<file path="src/hdl/htlp_pkg.sv">
`timescale 1ns / 1ps
// ----------------------------------------------------------------------------
// htlp_pkg
// Shared types and constants for the linear-probe hash table engine.
// ----------------------------------------------------------------------------
package htlp_pkg;

  localparam int HtlpCapacity   = 256;
  localparam int HtlpKeyBytes   = 8;
  localparam int HtlpValueBytes = 8;

  localparam logic [0:0] CmdSet = 1'b0;
  localparam logic [0:0] CmdGet = 1'b1;

  localparam logic [2:0] StInserted = 3'd0;
  localparam logic [2:0] StUpdated  = 3'd1;
  localparam logic [2:0] StFound    = 3'd2;
  localparam logic [2:0] StNotFound = 3'd3;
  localparam logic [2:0] StFull     = 3'd4;

  localparam logic [63:0] HashSeed = 64'd5381;
  localparam int          HashShift = 5;

  typedef struct packed {
    logic [0:0]  command;
    logic [63:0] key_bytes;
    logic [3:0]  key_length;
    logic [63:0] value_bytes;
    logic [3:0]  value_length;
  } in_t;

  typedef struct packed {
    logic [2:0]  status;
    logic [63:0] found_value;
    logic [3:0]  found_length;
    logic [7:0]  slot;
    logic [8:0]  entries_in_use;
  } out_t;

  typedef enum logic [1:0] {
    HS_IDLE,
    HS_BYTE,
    HS_MOD
  } hash_state_e;

  typedef enum logic [2:0] {
    TS_CLEAR,
    TS_IDLE,
    TS_HASH,
    TS_READ,
    TS_CHECK,
    TS_RESP
  } top_state_e;

endpackage

</file>
<file path="src/hdl/htlp_hash.sv">
`timescale 1ns / 1ps
// ----------------------------------------------------------------------------
// htlp_hash
// Byte-serial 64-bit djb2 hash, then reduction modulo capacity: the low bits for a
// power-of-two capacity, else a reciprocal estimate with subtract and correct.
module htlp_hash #(
  parameter int Capacity = htlp_pkg::HtlpCapacity,
  parameter int KeyBytes = htlp_pkg::HtlpKeyBytes
) (
  input  logic                        clk_i,
  input  logic                        rst_ni,
  input  logic                        start_i,
  input  logic [KeyBytes*8-1:0]       key_i,
  input  logic [3:0]                  len_i,
  output logic                        done_o,
  output logic [$clog2(Capacity)-1:0] home_o
);
  import htlp_pkg::*;

  localparam int AW = $clog2(Capacity);
  localparam int KW = KeyBytes * 8;
  localparam bit IsPow2 = (Capacity == (1 << AW));
  localparam logic [31:0] Recip = 32'((64'd1 << 32) / Capacity);
  localparam logic [31:0] CapW  = 32'(Capacity);

  hash_state_e   state_q, state_d;
  logic [63:0]   h_q, h_d;
  logic [3:0]    idx_q, idx_d;
  logic [3:0]    len_q, len_d;
  logic [KW-1:0] key_q, key_d;
  logic [1:0]    dig_q, dig_d;
  logic          ph_q, ph_d;
  logic [31:0]   q_q, q_d;
  logic [AW-1:0] rem_q, rem_d;
  logic [7:0]    byte_v;
  logic [15:0]   digit_v;
  logic [31:0]   x_v;
  logic [63:0]   mul_v;
  logic [31:0]   qc_v;
  logic [31:0]   r_v;
  logic [31:0]   rfix_v;

  always_ff @(posedge clk_i or negedge rst_ni) begin
    if (!rst_ni) begin
      state_q <= HS_IDLE;
    end else begin
      state_q <= state_d;
    end
  end

  always_ff @(posedge clk_i) begin
    h_q   <= h_d;
    idx_q <= idx_d;
    len_q <= len_d;
    key_q <= key_d;
    dig_q <= dig_d;
    ph_q  <= ph_d;
    q_q   <= q_d;
    rem_q <= rem_d;
  end

  always_comb begin
    byte_v = 8'h00;
    for (int i = 0; i < KeyBytes; i++) begin
      if (idx_q == 4'(i)) begin
        byte_v = key_q[i*8 +: 8];
      end
    end
  end

  // 16 bits of the hash per step: estimate quotient, then subtract and correct
  always_comb begin
    digit_v = h_q[{dig_q, 4'd0} +: 16];
    x_v     = {16'(rem_q), digit_v};
    mul_v   = {32'd0, x_v} * {32'd0, Recip};
    qc_v    = q_q * CapW;
    r_v     = x_v - qc_v;
    rfix_v  = (r_v >= CapW) ? r_v - CapW : r_v;
  end

  always_comb begin
    state_d = state_q;
    h_d     = h_q;
    idx_d   = idx_q;
    len_d   = len_q;
    key_d   = key_q;
    dig_d   = dig_q;
    ph_d    = ph_q;
    q_d     = q_q;
    rem_d   = rem_q;
    done_o  = 1'b0;
    home_o  = IsPow2 ? h_q[AW-1:0] : AW'(rfix_v);
    unique case (state_q)
      HS_IDLE: begin
        if (start_i) begin
          h_d     = HashSeed;
          idx_d   = 4'd0;
          len_d   = len_i;
          key_d   = key_i;
          state_d = HS_BYTE;
        end
      end
      HS_BYTE: begin
        if (idx_q == len_q) begin
          if (IsPow2) begin
            done_o  = 1'b1;
            state_d = HS_IDLE;
          end else begin
            dig_d   = 2'd3;
            ph_d    = 1'b0;
            rem_d   = '0;
            state_d = HS_MOD;
          end
        end else begin
          h_d   = h_q + (h_q << HashShift) + {56'd0, byte_v};
          idx_d = idx_q + 4'd1;
        end
      end
      HS_MOD: begin
        if (!ph_q) begin
          q_d  = mul_v[63:32];
          ph_d = 1'b1;
        end else begin
          rem_d = AW'(rfix_v);
          ph_d  = 1'b0;
          if (dig_q == 2'd0) begin
            done_o  = 1'b1;
            state_d = HS_IDLE;
          end else begin
            dig_d = dig_q - 2'd1;
          end
        end
      end
      default: state_d = HS_IDLE;
    endcase
  end

endmodule

</file>
<file path="config.mk">
export PLATFORM = sky130hd
export DESIGN_NAME = htlp_hash
export DESIGN_NICKNAME = d
export VERILOG_FILES = /design/src/hdl/htlp_pkg.sv /design/src/hdl/htlp_hash.sv
export SDC_FILE = /design/constraint.sdc
export NUM_CORES = 1
export LEC_CHECK = 0
export BUFFER_PORTS_ARGS = -buffer_cell sky130_fd_sc_hd__buf_2
export CAP_MARGIN = 20
export CORE_AREA = 8 8 106 127
export DETAILED_ROUTE_END_ITERATION = 7
export DIE_AREA = 0 0 114 135
export PLACE_DENSITY = 0.56
export SLEW_MARGIN = 20
export SYNTH_ARGS = -nofsm -noshare
export SYNTH_HDL_FRONTEND = slang
export SYNTH_SLANG_ARGS = --single-unit
export TNS_END_PERCENT = 20
</file>
<file path="constraint.sdc">
create_clock -name clk_i -period 7.21 [get_ports clk_i]
set_input_delay 0 -clock clk_i [delete_from_list [all_inputs] [get_ports clk_i]]
set_output_delay 0 -clock clk_i [all_outputs]
set_load 0.1 [all_outputs]
</file>
==> impl_metrics.tcl <==
set metrics [dict create \
    status "complete, no violations" \
    drt_wl_total_um 9000 \
    grt_pass1_wl_um 14400 \
    max_freq_mhz 224 \
    dieHeight_um 135 \
    powerDensity_mw_per_mm2 457 \
    diodes 0 \
    drive_gt1_share_pct 24.0 \
    ios 80 \
    maxCapViolCount 0 \
    max-vdd-ir-drop_mv 0.216 \
    drtPass1Iterations 4 \
    synth-edff-count 80 \
    grt_use_total_pct 12.2 \
    slew_violations 0 \
    nFillCells 1040 \
    cp.required_ns 7.42 \
    rsz0062_at_grt "false" \
    final_common_cell "edfxtp_1" \
    die_w_um 114 \
    synth_warnings 0 \
    port_buffers 79 \
    dieArea_mm2 0.0154 \
    cts_tree "built" \
    fin_crit_sh_pct 62.0 \
    initialDrtViolationCount 141 \
    grt_pass1_vias 2905 \
    place_ws_ns 2.74 \
    hold_viol_final 0 \
    multi_input_area_mm2 0.00115 \
    postSynthAreaPerCell_um2 13.8 \
    layout_common_cells "edfxtp_1, buf_2, dlygate4sd3_1" \
    worst_pin_slew_ns 0.941 \
    ys_seq_area_share_pct 66.4 \
    worstPathMaxFanout 26 \
    numCtsBuffers 9 \
    synthesis.nets 354 \
    ant_nets 0 \
    cellLeakagePower_uw 0.00203 \
    hold_class "input pin to register" \
    worstSetupPathType "register to register" \
    relSlewSlack_pct 37.3 \
    num_vias 2620 \
    synth-main-ff-cell "edfxtp_1" \
    seq_area_mm2 0.00243 \
    gp_congestion 0.823 \
    initial_core_util_pct 32.1 \
    clk_pin_slew_ns 0.06 \
    num_rows 43 \
    synth_cells 265 \
    routed_via_density 4.54 \
    dpl.hpwl_um 6060 \
    grt-ovfl-total 0 \
    clk_path_buf_depth 2 \
    finClkSkew_ns 0.00902 \
    r2r_setup_slack_ns 2.74 \
    clk_latency_ns 0.34 \
    ys_ff_latch 81 \
    start_kind "register" \
    grt_max_degree 69 \
    nets 504 \
    layout_setup_ws_ns 2.74 \
    antenna_found_initial 0 \
    endpoint_kind "register" \
    cts-root-buf "clkbuf_16" \
    syn_area_mm2 0.00366 \
    cts.sinks 81 \
    setup_violations 0 \
    layout-area-overhead-vs-synth_pct 44.1 \
    synthArstFlopShare_pct 1.23 \
    drcViolationCount 0 \
    yosysUniqueCellTypes 45 \
    core_area_mm2 0.0114 \
    arrival_ns 4.68 \
    finalSetupTns_ns 0 \
    htree_levels 3 \
    wire_per_inst_um 15.6 \
    fin_crit_ns 4.47 \
]
[timing repair]
action                                 4_1_cts  5_1_grt
endpoints found under the hold margin       70        0
hold buffers                                71        0
buffers inserted                             0        0
gates resized for setup                      0        0
[cell usage after synthesis (all sizes together), types with 8 or more instances]
cell type | instances | area (um^2)
inv | 11 | 41.3
a21oi | 24 | 120
nand2 | 20 | 75.1
edfxtp | 80 | 2400
o21ai | 10 | 50.0
ha | 15 | 188
nor2 | 9 | 33.8
nand3b | 8 | 60.1
clkbuf | 9 | 33.8
[worst paths after layout]
path,start,to,cells past startpoint
max,idx_q[0]$_SDFFCE_PN0P_,h_q[7]$_SDFFCE_PN0P_,14
min,key_i[18],key_q[18]$_DFFE_PP_,2
max reg2reg,idx_q[0]$_SDFFCE_PN0P_,h_q[7]$_SDFFCE_PN0P_,14
min reg2reg,len_q[2]$_DFFE_PP_,state_q[0]$_DFFE_PN0P_,4
max in group asynchronous,rst_ni,state_q[0]$_DFFE_PN0P_,3
min in group asynchronous,rst_ni,state_q[0]$_DFFE_PN0P_,3
[per-stage QoR]
stage	hold WS (ns)	cells	area (um^2)	power [uW]	util (%)
finish	0.358	577	5270	2410	46.2
global route	0.360	577	5270	2580	46.2
CTS	0.352	577	5270	2430	46.2
detailed placement	-0.223	490	4210	1870	36.9
global placement	-0.223	490	4210	1860	36.9
floorplan	-0.296	265	3660	1640	-
[cell families (layout without fill, tap and decap cells)]
kind of cell / Yosys count / in the layout / share of synthesized area (%)
AOI/OAI and AO/OA: 68 / 68 / 12.3
xor gates and xnor gates: 10 / 10 / 2.39
adders and majority gates: 18 / 18 / 6.77
buffers and inverters: 23 / 178 / 2.53
and+or+nand+nor: 65 / 65 / 9.61
DFF: 81 / 81 / 66.4
[cell type report]
cell class,instances,area share [%]
clock inverter,7,2.26
sequential,81,46.1
clock buffer,9,4.27
tap,157,3.73
timing repair buffer,151,21.1
inverter,11,0.783
multi-input combinational,161,21.8
[registers in the layout, summed over array words and instances, names as in the netlist]
| name | count |
|---|---|
| state_q | 1 |
| idx_q | 4 |
| len_q | 4 |
| h_q | 8 |
| key_q | 64 |
[power by group]
part | internal [uW] | switching (uW) | total (uW)
sequential | 669 | 71.9 | 741
combinational | 457 | 688 | 1150
clock | 338 | 184 | 522
total | 1460 | 944 | 2410
[routing by layer]
metal / routed length [um] / GRT usage, %
met3: 467 / 3.04
met4: 175 / 6.08
met5: 0 / 0
met1: 3720 / 13.8
met2: 4640 / 21.1
[worst max-delay path, cell delays in order, from the launching register on]
cell and delay (ns):
edfxtp_1 0.49, ha_1 0.58, nor2_1 0.37, nand3b_1 0.11, a21oi_1 0.31, o21ai_0 0.14
o221ai_1 0.20, ha_1 0.27, ha_1 0.22, fa_1 0.42, a211o_1 0.34, a211oi_2 0.24
o21ai_1 0.12, a2111oi_0 0.37, nand2b_1 0.15
(Power assumes the default switching activity.)
